**src/hw/rtl/qvd_pkg.sv**
```systemverilog
`timescale 1ns / 1ps
// ----------------------------------------------------------------------------
// qvd_pkg
// Shared types, constants and helpers of the quote varint field decoder.
// ----------------------------------------------------------------------------
package qvd_pkg;

	localparam int DEF_MAX_FIELD_BYTES = 6;
	localparam int POS_W               = 3;
	localparam int VALUE_W             = 32;

	// Byte flag positions.
	localparam int CONT_BIT = 7;
	localparam int SIGN_BIT = 6;

	// A negated field is this base minus the sum.
	localparam logic [VALUE_W-1:0] NEG_BASE = 32'h0000_0040;

	typedef struct packed {
		logic signed [VALUE_W-1:0] field_value;
		logic                      too_long;
	} qvd_result_t;

	// Weight of the seven payload bits of byte number pos: 1 for the first
	// byte, 2^(7*pos-1) after it, cut to the value width.
	function automatic logic [VALUE_W-1:0] term_of(input logic [6:0] low7,
		input logic [POS_W-1:0] pos);
		logic [47:0] wide;
		logic [47:0] shifted;
		logic [5:0]  sh;
		wide    = {41'd0, low7};
		sh      = ({3'd0, pos} << 3) - {3'd0, pos} - 6'd1;
		shifted = wide << sh;
		if (pos == '0) begin
			term_of = wide[VALUE_W-1:0];
		end else begin
			term_of = shifted[VALUE_W-1:0];
		end
	endfunction

endpackage

```
**src/hw/rtl/qvd_step.sv**
```systemverilog
`timescale 1ns / 1ps
// ----------------------------------------------------------------------------
// qvd_step
// Field state registers and the per-byte decode logic.
// ----------------------------------------------------------------------------
module qvd_step #(
	parameter int MAX_FIELD_BYTES = qvd_pkg::DEF_MAX_FIELD_BYTES
) (
	input  logic                             clk,
	input  logic                             arst_n,
	input  logic                             step_en,
	input  logic [7:0]                       data_byte,
	input  logic                             signed_field,
	output logic                             res_valid,
	output qvd_pkg::qvd_result_t             res
);
	import qvd_pkg::*;

	logic [VALUE_W-1:0] acc_q;
	logic [POS_W-1:0]   pos_q;
	logic               neg_q;

	logic [VALUE_W-1:0] sum;
	logic               neg;
	logic               last_byte;
	logic               over_limit;

	always_comb begin
		sum        = acc_q + term_of(data_byte[6:0], pos_q);
		neg        = (pos_q == '0) ? (signed_field & data_byte[SIGN_BIT]) : neg_q;
		last_byte  = ~data_byte[CONT_BIT];
		over_limit = ({1'b0, pos_q} + 4'd1) >= 4'(MAX_FIELD_BYTES);
		res_valid  = last_byte | over_limit;
		if (last_byte) begin
			res.field_value = neg ? $signed(NEG_BASE - sum) : $signed(sum);
			res.too_long    = 1'b0;
		end else begin
			res.field_value = '0;
			res.too_long    = 1'b1;
		end
	end

	always_ff @(posedge clk or negedge arst_n) begin
		if (!arst_n) begin
			acc_q <= '0;
			pos_q <= '0;
			neg_q <= 1'b0;
		end else if (step_en) begin
			if (res_valid) begin
				acc_q <= '0;
				pos_q <= '0;
				neg_q <= 1'b0;
			end else begin
				acc_q <= sum;
				pos_q <= pos_q + 3'd1;
				neg_q <= neg;
			end
		end
	end

endmodule

```
**src/hw/rtl/quote_varint_field_decoder.sv**
```systemverilog
`timescale 1ns / 1ps
// ----------------------------------------------------------------------------
// quote_varint_field_decoder
// Streaming decoder of variable-length integer fields in a quote byte stream.
// ----------------------------------------------------------------------------
// The block takes one byte per word and returns one word per completed field.
// A byte with bit 7 set continues the field; the first byte carries seven
// value bits at weight 1, the second at weight 64, and every later byte at a
// further factor of 128, all summed modulo 2^32. When the signed flag is set
// on the first byte of a field and that byte has bit 6 set, the result is 64
// minus the sum. A field that is still open after MAX_FIELD_BYTES bytes gives
// a word with too_long set and value zero, and the next byte opens a new
// field. Throughput is one byte per cycle while the output side takes words:
// each byte passes an input register, one stage of decode logic (a shift and
// a 32-bit add) and an output register, where a result word is held until
// the output side is ready. The input register can take one new byte while
// a finished word waits on the output side.
// ----------------------------------------------------------------------------
module quote_varint_field_decoder #(
	parameter int MAX_FIELD_BYTES = qvd_pkg::DEF_MAX_FIELD_BYTES
) (
	input  logic        clk,
	input  logic        arst_n,
	input  logic        s_axis_tvalid,
	output logic        s_axis_tready,
	input  logic [7:0]  s_axis_tdata,  // [7:0] data_byte
	input  logic [0:0]  s_axis_tuser,  // [0] signed_field
	output logic        m_axis_tvalid,
	input  logic        m_axis_tready,
	output logic [31:0] m_axis_tdata,  // [31:0] field_value
	output logic [0:0]  m_axis_tuser   // [0] too_long
);
	import qvd_pkg::*;

	// Input stage.
	logic       valid_s1;
	logic [7:0] byte_s1;
	logic       sgn_s1;

	// Output stage.
	logic        out_valid_q;
	qvd_result_t out_res_q;

	logic        out_free;
	logic        advance;
	logic        res_valid;
	qvd_result_t res;

	// The output register can take a new word when it is empty or being read.
	assign out_free      = ~out_valid_q | m_axis_tready;
	assign advance       = valid_s1 & out_free;
	assign s_axis_tready = ~valid_s1 | out_free;

	always_ff @(posedge clk or negedge arst_n) begin
		if (!arst_n) begin
			valid_s1 <= 1'b0;
		end else if (s_axis_tready) begin
			valid_s1 <= s_axis_tvalid;
		end
	end

	always_ff @(posedge clk) begin
		if (s_axis_tready && s_axis_tvalid) begin
			byte_s1 <= s_axis_tdata;
			sgn_s1  <= s_axis_tuser[0];
		end
	end

	qvd_step #(
		.MAX_FIELD_BYTES(MAX_FIELD_BYTES)
	) u_step (
		.clk          (clk),
		.arst_n       (arst_n),
		.step_en      (advance),
		.data_byte    (byte_s1),
		.signed_field (sgn_s1),
		.res_valid    (res_valid),
		.res          (res)
	);

	// A byte that closes no field leaves the output register empty.
	always_ff @(posedge clk or negedge arst_n) begin
		if (!arst_n) begin
			out_valid_q <= 1'b0;
		end else if (out_free) begin
			out_valid_q <= advance & res_valid;
		end
	end

	always_ff @(posedge clk) begin
		if (advance && res_valid) begin
			out_res_q <= res;
		end
	end

	assign m_axis_tvalid   = out_valid_q;
	assign m_axis_tdata    = out_res_q.field_value;
	assign m_axis_tuser[0] = out_res_q.too_long;

endmodule

```
**config.mk**
```make
export PLATFORM = sky130hd
export DESIGN_NAME = quote_varint_field_decoder
export DESIGN_NICKNAME = d
export VERILOG_FILES = /design/src/hw/rtl/qvd_pkg.sv /design/src/hw/rtl/qvd_step.sv /design/src/hw/rtl/quote_varint_field_decoder.sv
export SDC_FILE = /design/constraint.sdc
export NUM_CORES = 1
export LEC_CHECK = 0
export BUFFER_PORTS_ARGS = -buffer_cell sky130_fd_sc_hd__buf_2
export CORE_MARGIN = 2
export CORE_UTILIZATION = 50
export CTS_CLUSTER_DIAMETER = 80
export DETAILED_ROUTE_END_ITERATION = 6
export GPL_TIMING_DRIVEN = 0
export MAX_ROUTING_LAYER = met4
export PLACE_DENSITY_LB_ADDON = 0.15
export SLEW_MARGIN = 40
export SYNTH_ARGS = -nofsm -noshare
export SYNTH_HDL_FRONTEND = slang
export SYNTH_SLANG_ARGS = --single-unit
```
**constraint.sdc**
```tcl
create_clock -name clk -period 7.8 [get_ports clk]
set_input_delay 0.78 -clock clk [delete_from_list [all_inputs] [get_ports clk]]
set_output_delay 0.78 -clock clk [all_outputs]
set_load 0.01 [all_outputs]
```
# == Yosys cells after proc, flatten, opt, wreduce, memory -nomap -nowiden ==
# Index checks and enable logic that the tools add are counted.
# Widths: inputs -> output; s select.
# word_totals
elab_cells,36
out_inout_bits,35
reg_bits,80
inputBits,13
# classes
shifts,1
n_mux,7
n_reduce_logical,3
add_sub_neg,6
bitwise_logic,9
n_lt_le_gt_ge,1
# op_table
operator,n
$mux 32,3
$add 32x32->32,1
$shl 7x6->32,1
$sub 7x32->32 const A,1
$sub 6x1->6 const B,1
$sub 6x3->6,1
$add 3x1->4 const B,1
$ge 4x3->1 const B,1
$add 3x1->3 const B,1
$and 1x1->1,3
$logic_not 3->1,1
$mux 1,3
$mux 3,1
$not 1->1,3
$or 1x1->1,3
$logic_and 1x1->1,2

# == Longest topological paths before layout ==
# Gate-level depths: netlist (run 1).
# logic_depth
ltp_word,7
mapped_depth,23
mapped_depth_nobuf,19

# == By module ==
# A second synthesis (run 1) with hierarchy kept.
# unflattened
cells_unflattened,760
area_unflattened_um2,6851.6
# modules_own_cells
mod,cells_each,seq_area_each_um2,area_each_um2,n_inst
qvd_step,708,900.9,5479.0,1
quote_varint_field_decoder,52,1311.3,1372.6,1

# == Worst setup path before layout (run 1) ==
# Ideal clock, no wire load.
# synth_timing
path_type,register to register
startpoint,reg u_step.pos_q[1]
endpoint,reg out_res_q (netlist bit m_axis_tdata[30]) (data pin)
path_buffers,4
stages_incl_launch_ff,23
slack_ps,2311
synth_period_minus_slack_ps,5489
t_arrival_ps,5226
required_time_ps,7538
setup_time_ps,262
cell_sequence,dfrtp_1 -> buf_1 -> inv_1 -> ha_1 -> a21oi_1 -> nand2b_1 -> clkbuf_1 -> inv_1 -> nand2_1 -> o21ai_0 -> ha_1 -> buf_6 -> a21o_1 -> a221o_1 -> and3_4 -> nor4_4 -> nor3_1 -> or3_1 -> buf_2 -> a2111oi_2 -> nor4bb_1 -> a21oi_1 -> mux2_1
# synth_between
elab_chain_len,7
elab_cells_between_ends,9
classes_between,add/sub (4); shift (1); mux (3); reduce/logical (1)
# synth_lines
element,line_no,source
"start, declared",qvd_step.sv:20,logic [POS_W-1:0] pos_q;
"start signal, assigned",qvd_step.sv:55,pos_q <= pos_q + 3'd1;
$sub 6x3->6,qvd_pkg.sv:32,"sh = ({3'd0, pos} << 3) - {3'd0, pos} - 6'd1;"
$sub 6x1->6,qvd_pkg.sv:32,
$shl 7x6->32,qvd_pkg.sv:33,shifted = wide << sh;
$mux 32,qvd_pkg.sv:34,if (pos == '0) begin
$add 32x32->32,qvd_step.sv:29,"sum = acc_q + term_of(data_byte[6:0], pos_q);"
$sub 7x32->32,qvd_step.sv:35,res.field_value = neg ? $signed(NEG_BASE - sum) : $signed(sum);
$mux 32 *,qvd_step.sv:35,
"end signal, assigned",quote_varint_field_decoder.sv:92,out_res_q <= res;
"end, declared",quote_varint_field_decoder.sv:42,qvd_result_t out_res_q;
# Every way passes the cells marked *; elsewhere a longest branch is shown, timed or not.
# A chain may end at the register's enable or synchronous reset.

# == Final worst setup path (run 1) ==
# layout_timing
startpoint,reg u_step.pos_q[1]
endpoint,reg out_res_q (netlist bit m_axis_tdata[31]) (data pin)
# Same word-level chain as after synthesis.

==> results of run 1 <==
## critical path, cell delays in order (launching register included)
cell and delay (ns):
dfrtp_1 0.41, buf_1 0.41, inv_1 0.27, ha_1 0.30, a21oi_1 0.43, nand2b_1 0.17
clkbuf_1 0.28, inv_1 0.14, nand2_1 0.17, o21ai_0 0.16, ha_1 0.33, clkbuf_1 0.33
and4_1 0.30, nand3_1 0.08, a21oi_1 0.35, nor4_4 0.07, nor3_1 0.43, o21ai_0 0.39
a2111oi_2 0.46, nor4bb_1 0.41, a31oi_1 0.25, mux2_2 0.34
## logic make-up after synthesis
| kind of cell | count (synthesis) | synth area share |
|---|---|---|
| flops | 80 | 0.344 |
| simple gates | 300 | 0.228 |
| xor+xnor | 43 | 0.0586 |
| fa+ha+maj | 37 | 0.0732 |
| buf+inv | 55 | 0.0348 |
| mux | 17 | 0.0280 |
| compound gates | 228 | 0.233 |
## stage by stage
| step | setup WS [ns] | cell area [um2] |
|---|---|---|
| after detailed placement | 1.15 | 6910 |
| after floorplan | 2.31 | 6430 |
| final | 1.06 | 7220 |
| after CTS | 1.13 | 7220 |
| after global routing | 0.520 | 7220 |
| after global placement | 0.720 | 6880 |
## area by class of cell
cell class                 count  share of cell area
timing repair buffer          48              0.0350
multi-input combinational    625               0.554
clock inverter                 6             0.00883
clock buffer                  10              0.0346
buffer                        43              0.0248
sequential                    80               0.306
inverter                      12             0.00624
tap                          172              0.0298
## registers in the layout, summed over array words and instances, names as in the netlist
signal,count
sgn_s1,1
u_step.neg_q,1
u_step.acc_q,32
m_axis_tuser,1
m_axis_tvalid,1
m_axis_tdata,32
u_step.pos_q,3
valid_s1,1
byte_s1,8
## cells in the mapped netlist, types with 13 or more instances
master    number
edfxtp_1      42
nand2_1       86
a21o_1        16
nand3_1       20
o21ai_0       65
dfrtp_1       38
nor3_1        18
nand4_1       13
nor2_1        92
a22o_1        16
xor2_1        16
a21oi_1       49
clkbuf_1      36
ha_1          36
xnor2_1       27
## power by group through the flow
| stage | Clock (W) | Sequential (W) | Combinational, W |
|---|---|---|---|
| after floorplan | 0 | 0.000614 | 0.000932 |
| after global placement | 0 | 0.000599 | 0.00126 |
| after detailed placement | 0 | 0.000600 | 0.00129 |
| after CTS | 0.000451 | 0.000592 | 0.00130 |
| after global routing | 0.000467 | 0.000601 | 0.00145 |
| final | 0.000446 | 0.000593 | 0.00132 |
## layer usage
layer  vias to the layer above  GRT usage  routed length, um
li1                       2935          -                  -
met1                      2849      0.399               8700
met2                       222      0.416               8180
met3                        33     0.0316               1240
met4                         0      0.123                662
met5                         -          -                  0
## worst paths after layout
kind	from	endpoint	slack [ns]	cells past startpoint
hold / removal	arst_n	u_step.acc_q[23]$_DFFE_PN0P_	0.40	1
setup reg to reg	u_step.pos_q[1]$_DFFE_PN0P_	m_axis_tdata[31]$_SDFFCE_PP0P_	1.06	21
hold reg to reg	byte_s1[7]$_DFFE_PP_	m_axis_tuser$_DFFE_PP_	0.44	0
setup / recovery	u_step.pos_q[1]$_DFFE_PN0P_	m_axis_tdata[31]$_SDFFCE_PP0P_	1.06	21
min in group clk	byte_s1[7]$_DFFE_PP_	m_axis_tuser$_DFFE_PP_	0.44	0
max in group asynchronous	arst_n	u_step.acc_q[2]$_DFFE_PN0P_	7.04	1
==> flow_metrics.tcl, run 1 <==
set metrics [dict create \
    yosysSeqAreaShare 0.344 \
    fmax_mhz 148 \
    hold_viol 0 \
    viasPerCell 6.06 \
    synthTopCellsByArea "edfxtp_1 20%, dfrtp_1 15%, ha_1 7.0%, nor2_1 5.4%, o21ai_0 5.1%" \
    p_seq_frac 0.251 \
    power_leakage_nw 3.12 \
    maxSlewHeadroom 0.461 \
    antenna_cells 0 \
    first_pass_iters 5 \
    areaGrowthSynthToFinish_pct 12.4 \
    final_cell_mix "91 x nor2_1, 86 x nand2_1, 65 x o21ai_0, 49 x a21oi_1, 48 x buf_2" \
    ios 48 \
    whs_ns 0.395 \
    p_per_area_nw_per_um2 327 \
    die_area_um2 13800 \
    start_kind "register" \
    grt_pass1_vias 5552 \
    setup_viol 0 \
    ys.flop_type "edfxtp_1" \
    syn_area_um2 6430 \
    outcome "finished clean" \
    min_period_ns 6.74 \
    fillerInstances 1159 \
    coreArea_um2 12600 \
    final_net_count 869 \
    first_iter_violations 551 \
    grt_pass1_wl_um 30100 \
    ys_types 72 \
    hold_buffers 0 \
    finish.utilization 0.575 \
    antenna_left 0 \
    drc 0 \
    h-tree-depth 3 \
    cap_violations 0 \
    drive_above_1_share 0.109 \
    tritoncts.num_buffers 9 \
    final.setup_skew_ns 0.00947 \
    ys_seq_elements 80 \
    holdCritPathClass "primary input to async pin" \
    p_int_w 0.00129 \
    fin_crit_sh 0.864 \
    vias 6039 \
    syn_nets 810 \
    cts_setup_buffers 0 \
    tns_ns 0 \
    port_buffers 47 \
    final_common_cell "nor2_1" \
    initial_core_util 0.511 \
    rows 41 \
    slew_viol_final 0 \
    yosysWarnings 0 \
    seqCellArea_um2 2210 \
    yosys.area.top_type "edfxtp_1" \
    die_h_um 117 \
    synth.avg_cell_area_um2 8.46 \
    pwr-share-clk 0.189 \
    grt_start_max_net_pins 39 \
    gp_congestion 0.968 \
    worstPathRequired_ns 7.90 \
    root_buffer "clkbuf_16" \
    synth_edf_count 42 \
    cp_data_arrival_time_ns 6.84 \
    multiInputGateArea_um2 4010 \
    cts_tree "done" \
    stdcell_count 996 \
    criticalPathCategory "register to register" \
    synth_top_area_frac 0.196 \
    clkSlewWorstSetupHoldPaths_ns 0.06 \
    worst_slew_pin_slew_ns 0.798 \
    power_w 0.00236 \
    cts_max_path_buffers 2 \
    combPwrFrac 0.560 \
    worstPathMaxFanout 10 \
    endpoint_kind "register" \
    dp_cells 980 \
    rsz0062_at_grt "false" \
    sw_frac_of_total 0.453 \
    syn_inst 760 \
    die_w_um 117 \
    place_hpwl_um 14800 \
    ir_drop_mv 0.139 \
    antenna_found_initial 0 \
    grt_overflow 0 \
    switchingPower_w 0.00107 \
    synth_async_sr_flop_share 0.475 \
    gr-usage-all-layers 0.284 \
    wl_per_cell_um 18.9 \
    numClockSinks 80 \
    insertion_delay_ns 0.35 \
    cts_resized 0 \
    routed_wl_um 18800 \
]
(Power assumes the default switching activity.)
==> run 2: changes to the inputs <==
--- a/config.mk
+++ b/config.mk
@@ -13,6 +13,7 @@
 export GPL_TIMING_DRIVEN = 0
 export MAX_ROUTING_LAYER = met4
 export PLACE_DENSITY_LB_ADDON = 0.15
+export REMOVE_ABC_BUFFERS = 1
 export SLEW_MARGIN = 40
 export SYNTH_ARGS = -nofsm -noshare
 export SYNTH_HDL_FRONTEND = slang
==> run 2 against run 1 <==
Effect of this change:
- via count decreased by 3.3%
- maximum frequency increased by 3.2%
- cell count decreased by 4.0%
- wire length decreased by 3.5%
- total power decreased by 0.99%
- die area unchanged
- global-route usage decreased by 0.81 points
- clock-buffer cell count increased by 3
- first-iteration DRC count decreased by 17%
- clock skew decreased by 0.0047 ns
==> flow_metrics.tcl, run 2 (same netlist as run 1, synthesis figures left out) <==
set metrics [dict create \
    slew_viol_final 0 \
    ir_drop_mv 0.180 \
    first_pass_iters 5 \
    hold_viol 0 \
    antenna_found_initial 0 \
    coreArea_um2 12600 \
    cts_setup_buffers 0 \
    busiest_layer "met2" \
    initial_core_util 0.511 \
    rsz0062_at_grt "false" \
    insertion_delay_ns 0.35 \
    setup_viol 0 \
    path_cells "inv_1, ha_1, nor3_1, a21oi_1, nand2b_1, inv_1, nand2_1, o21ai_0, ha_1, a21o_1, a221o_1, a22oi_1, nand3b_1, xnor2_1, nand4_1, or4b_1, o41ai_1, xor2_1, nor2_1" \
    ios 48 \
    criticalPathCategory "register to register" \
    viasPerCell 6.11 \
    first_iter_violations 459 \
    whs_ns 0.413 \
    grt_overflow 0 \
    place_hpwl_um 13400 \
    slowest_stage "dfrtp_2" \
    cts_resized 0 \
    worstPathMaxFanout 36 \
    holdCritPathClass "primary input to async pin" \
    start_kind "register" \
    vias 5841 \
    numClockSinks 80 \
    root_buffer "clkbuf_16" \
    cap_violations 0 \
    met2_usage 0.422 \
    power_leakage_nw 3.06 \
    r2r_slack_ns 1.27 \
    drive_above_1_share 0.117 \
    cp_top_family "simple AND/OR/NAND/NOR gates" \
    gr-usage-all-layers 0.276 \
    port_buffers 47 \
    h-tree-depth 3 \
    tritoncts.num_buffers 9 \
    die_w_um 117 \
    cts_max_path_buffers 2 \
    tns_ns 0 \
    antenna_left 0 \
    clkSlewWorstSetupHoldPaths_ns 0.06 \
    cts_tree "done" \
    die_area_um2 13800 \
    hold_buffers 0 \
    p_per_area_nw_per_um2 328 \
    cp_data_arrival_time_ns 6.64 \
    wl_per_cell_um 18.9 \
    drc 0 \
    rows 41 \
    antenna_cells 0 \
    worst_slew_pin_slew_ns 0.837 \
    worst-path-buf-inv 2 \
    final.setup_skew_ns 0.00479 \
    endpoint_kind "register" \
    areaGrowthSynthToFinish_pct 10.7 \
    maxSlewHeadroom 0.441 \
    worstPathRequired_ns 7.91 \
    grt_use_met1 0.384 \
    grt_pass1_vias 5300 \
    grt_pass1_wl_um 29200 \
    routed_wl_um 18100 \
    crit_start "u_step.pos_q[0]$_DFFE_PN0P_" \
    critPathMaxStageDelay_ns 0.74 \
    fin_crit_sh 0.838 \
    die_h_um 117 \
    min_period_ns 6.53 \
    reg2reg_depth 19 \
    regToRegEndpoint "m_axis_tdata[26]$_SDFFCE_PP0P_" \
    use_met3 0.0399 \
    outcome "finished clean" \
    r2r_start "u_step.pos_q[0]$_DFFE_PN0P_" \
    power_w 0.00234 \
    final_common_cell "nor2_1" \
    final_cell_mix "90 x nor2_1, 85 x nand2_1, 65 x o21ai_0, 49 x a21oi_1, 46 x buf_2" \
    final_net_count 829 \
    fmax_mhz 153 \
    grt_start_max_net_pins 45 \
    gp_congestion 0.951 \
]
[run 2: cell type report]
| type | count | area [um2] |
|---|---|---|
| clock buffer | 13 | 260 |
| tap | 172 | 215 |
| sequential | 80 | 2210 |
| multi-input combinational | 625 | 4030 |
| inverter | 12 | 45.0 |
| clock inverter | 3 | 63.8 |
| timing repair buffer | 51 | 290 |
| fill | 1159 | 5450 |
[run 2: report_power, final]
| part | leakage, nW | switching (W) | internal [W] | total, W |
|---|---|---|---|---|
| Sequential | 0.920 | 0.0000730 | 0.000552 | 0.000625 |
| Combinational | 1.99 | 0.000785 | 0.000453 | 0.00124 |
| Clock | 0.157 | 0.000176 | 0.000297 | 0.000473 |
[run 2: per-layer routing]
metal / vias up / routed length, um
li1: 2853 / -
met1: 2806 / 8710
met2: 156 / 8230
met3: 26 / 842
met4: 0 / 336
met5: - / 0
[run 2: metrics by stage]
step	std cells	util	setup slack, ns	cell area, um2
CTS	956	0.565	1.29	7100
global placement	936	0.533	0.991	6700
detailed placement	940	0.539	1.30	6780
floorplan	717	-	2.12	6250
global route	956	0.566	0.811	7120
finish	956	0.566	1.27	7120
[run 2: worst max path at each step]
stage / to / depth (start not counted)
6_report: m_axis_tdata[26]$_SDFFCE_PP0P_ / 19
5_1_grt: m_axis_tdata[30]$_SDFFCE_PP0P_ / 19
4_1_cts: m_axis_tdata[30]$_SDFFCE_PP0P_ / 19
3_5_place_dp: m_axis_tdata[30]$_SDFFCE_PP0P_ / 19
3_3_place_gp: m_axis_tdata[26]$_SDFFCE_PP0P_ / 19
2_1_floorplan: m_axis_tdata[30]$_SDFFCE_PP0P_ / 19
==> run 3: changes to the inputs <==
==> constraint.sdc (replaced) <==
create_clock -name clk -period 5.9 [get_ports clk]
set_input_delay 0.59 -clock clk [delete_from_list [all_inputs] [get_ports clk]]
set_output_delay 0.59 -clock clk [all_outputs]
set_load 0.01 [all_outputs]
==> run 3 against run 2 <==
Effect of this change:
- design area grew 2.3%
- clock-buffer cell count stayed put
- sequential cell count unchanged
- critical endpoint is now m_axis_tdata[31]$_SDFFCE_PP0P_
==> flow_metrics.tcl, run 3 (same netlist as run 1, synthesis figures left out) <==
set metrics [dict create \
    slew_viol_final 0 \
    final_common_cell "nor2_1" \
    cap_violations 0 \
    dp_slack_ns -0.602 \
    viasPerCell 6.12 \
    cts_max_path_buffers 2 \
    worstPathMaxFanout 11 \
    power_w 0.00324 \
    antenna_left 0 \
    die_area_um2 13800 \
    worst_slack_ns 0.193 \
    r2r_slack_ns 0.19 \
    drive_above_1_share 0.148 \
    reg2reg_depth 18 \
    setup_viol 0 \
    holdCritPathClass "primary input to async pin" \
    cp_data_arrival_time_ns 5.81 \
    ios 48 \
    p_per_area_nw_per_um2 445 \
    maxSlewHeadroom 0.410 \
    vias 5894 \
    outcome "finished clean" \
    stdcell_count 963 \
    fillerInstances 1141 \
    worst_slew_pin_slew_ns 0.883 \
    worstPathRequired_ns 6.01 \
    r2r_start "u_step.pos_q[0]$_DFFE_PN0P_" \
    hold_viol 0 \
    gp_congestion 0.951 \
    rows 41 \
    finish.utilization 0.579 \
    die_h_um 117 \
    gr-usage-all-layers 0.278 \
    wl_per_cell_um 19.1 \
    grt_start_max_net_pins 45 \
    port_buffers 47 \
    routed_wl_um 18400 \
    start_kind "register" \
    grt_pass1_wl_um 29400 \
    final_cell_mix "90 x nor2_1, 85 x nand2_1, 62 x o21ai_0, 47 x a21oi_1, 46 x buf_2" \
    final.setup_skew_ns 0.00344 \
    initial_core_util 0.511 \
    regToRegEndpoint "m_axis_tdata[31]$_SDFFCE_PP0P_" \
    areaGrowthSynthToFinish_pct 13.3 \
    first_iter_violations 452 \
    ir_drop_mv 0.220 \
    cts_tree "done" \
    rsz0062_at_grt "false" \
    root_buffer "clkbuf_16" \
    endpoint_kind "register" \
    hold_buffers 0 \
    min_period_ns 5.71 \
    place_hpwl_um 13400 \
    die_w_um 117 \
    antenna_cells 0 \
    coreArea_um2 12600 \
    fmax_mhz 175 \
    insertion_delay_ns 0.35 \
    h-tree-depth 3 \
    tritoncts.num_buffers 9 \
    criticalPathCategory "register to register" \
    clkSlewWorstSetupHoldPaths_ns 0.06 \
    dp_cells 940 \
    grt_pass1_vias 5303 \
    power_leakage_nw 3.12 \
    first_pass_iters 5 \
    numClockSinks 80 \
    grt_overflow 0 \
    final_net_count 836 \
    fin_crit_sh 0.967 \
    drc 0 \
    antenna_found_initial 0 \
]
[run 3: cell types whose count changed in the layout (fill, tap and decap cells not counted), sizes merged]
cell / previous run / this run
buf: 51 / 58
[run 3: metrics by stage]
stage	hold slack (ns)	setup TNS [ns]	cell area [um2]
5_1_grt	0.267	0	7280
4_1_cts	0.240	0	7210
2_1_floorplan	0.294	0	6250
3_5_place_dp	0.483	-4.17	6780
3_3_place_gp	0.473	-10.83	6700
6_report	0.222	0	7280
[run 3: cell type report]
class                   instances  area (um2)  share of cell area
clock buffers                  13         260              0.0357
flip-flops and latches         80        2220               0.305
repair buffers                 58         359              0.0493
clock inverters                 3        63.8             0.00876
well taps                     172         215              0.0296
inverters                      12        45.0             0.00619
multi-input cells             625        4120               0.566
[run 3: worst max path at each step]
stage                                      from                        endpoint  slack [ns]
global route        u_step.pos_q[0]$_DFFE_PN0P_  m_axis_tdata[30]$_SDFFCE_PP0P_        0.03
detailed placement  u_step.pos_q[0]$_DFFE_PN0P_  m_axis_tdata[30]$_SDFFCE_PP0P_       -0.60
finish              u_step.pos_q[0]$_DFFE_PN0P_  m_axis_tdata[31]$_SDFFCE_PP0P_        0.19
global placement    u_step.pos_q[0]$_DFFE_PN0P_  m_axis_tdata[26]$_SDFFCE_PP0P_       -0.91
CTS                 u_step.pos_q[0]$_DFFE_PN0P_  m_axis_tdata[30]$_SDFFCE_PP0P_       0.009
floorplan           u_step.pos_q[0]$_DFFE_PN0P_  m_axis_tdata[30]$_SDFFCE_PP0P_        0.22
[run 3: report_power, final]
group / internal, W / switching [W] / leakage, nW
sequential: 0.000733 / 0.0000682 / 0.919
combinational: 0.000702 / 0.00111 / 2.04
clock: 0.000393 / 0.000232 / 0.157
[run 3: worst max-delay path: stages (launching register included)]
cell and delay [ns]:
dfrtp_4 0.45, inv_1 0.14, ha_1 0.29, nor3_1 0.26
a21oi_2 0.10, nand2b_2 0.27, inv_1 0.14, nand2_1 0.14
o22ai_1 0.23, ha_2 0.40, a31o_4 0.29, or3_4 0.38
a2111o_1 0.48, a2111o_1 0.55, or4_4 0.48, nor4_4 0.27
buf_4 0.20, a31oi_1 0.10, mux2_2 0.29
[run 3: routing by layer]
metal,vias to the layer above,share of wire,track usage
met5,-,0,-
met4,0,0.016,0.0730
met3,23,0.055,0.0399
met2,174,0.46,0.426
met1,2828,0.47,0.387
li1,2869,-,-
[run 3: what timing repair did]
action,in CTS,in global routing
resized for setup,12,14
pin swaps,0,1
setup buffers,5,2
hold endpoints to repair,0,0
endpoints found under the setup margin,17,15
gates cloned,0,0
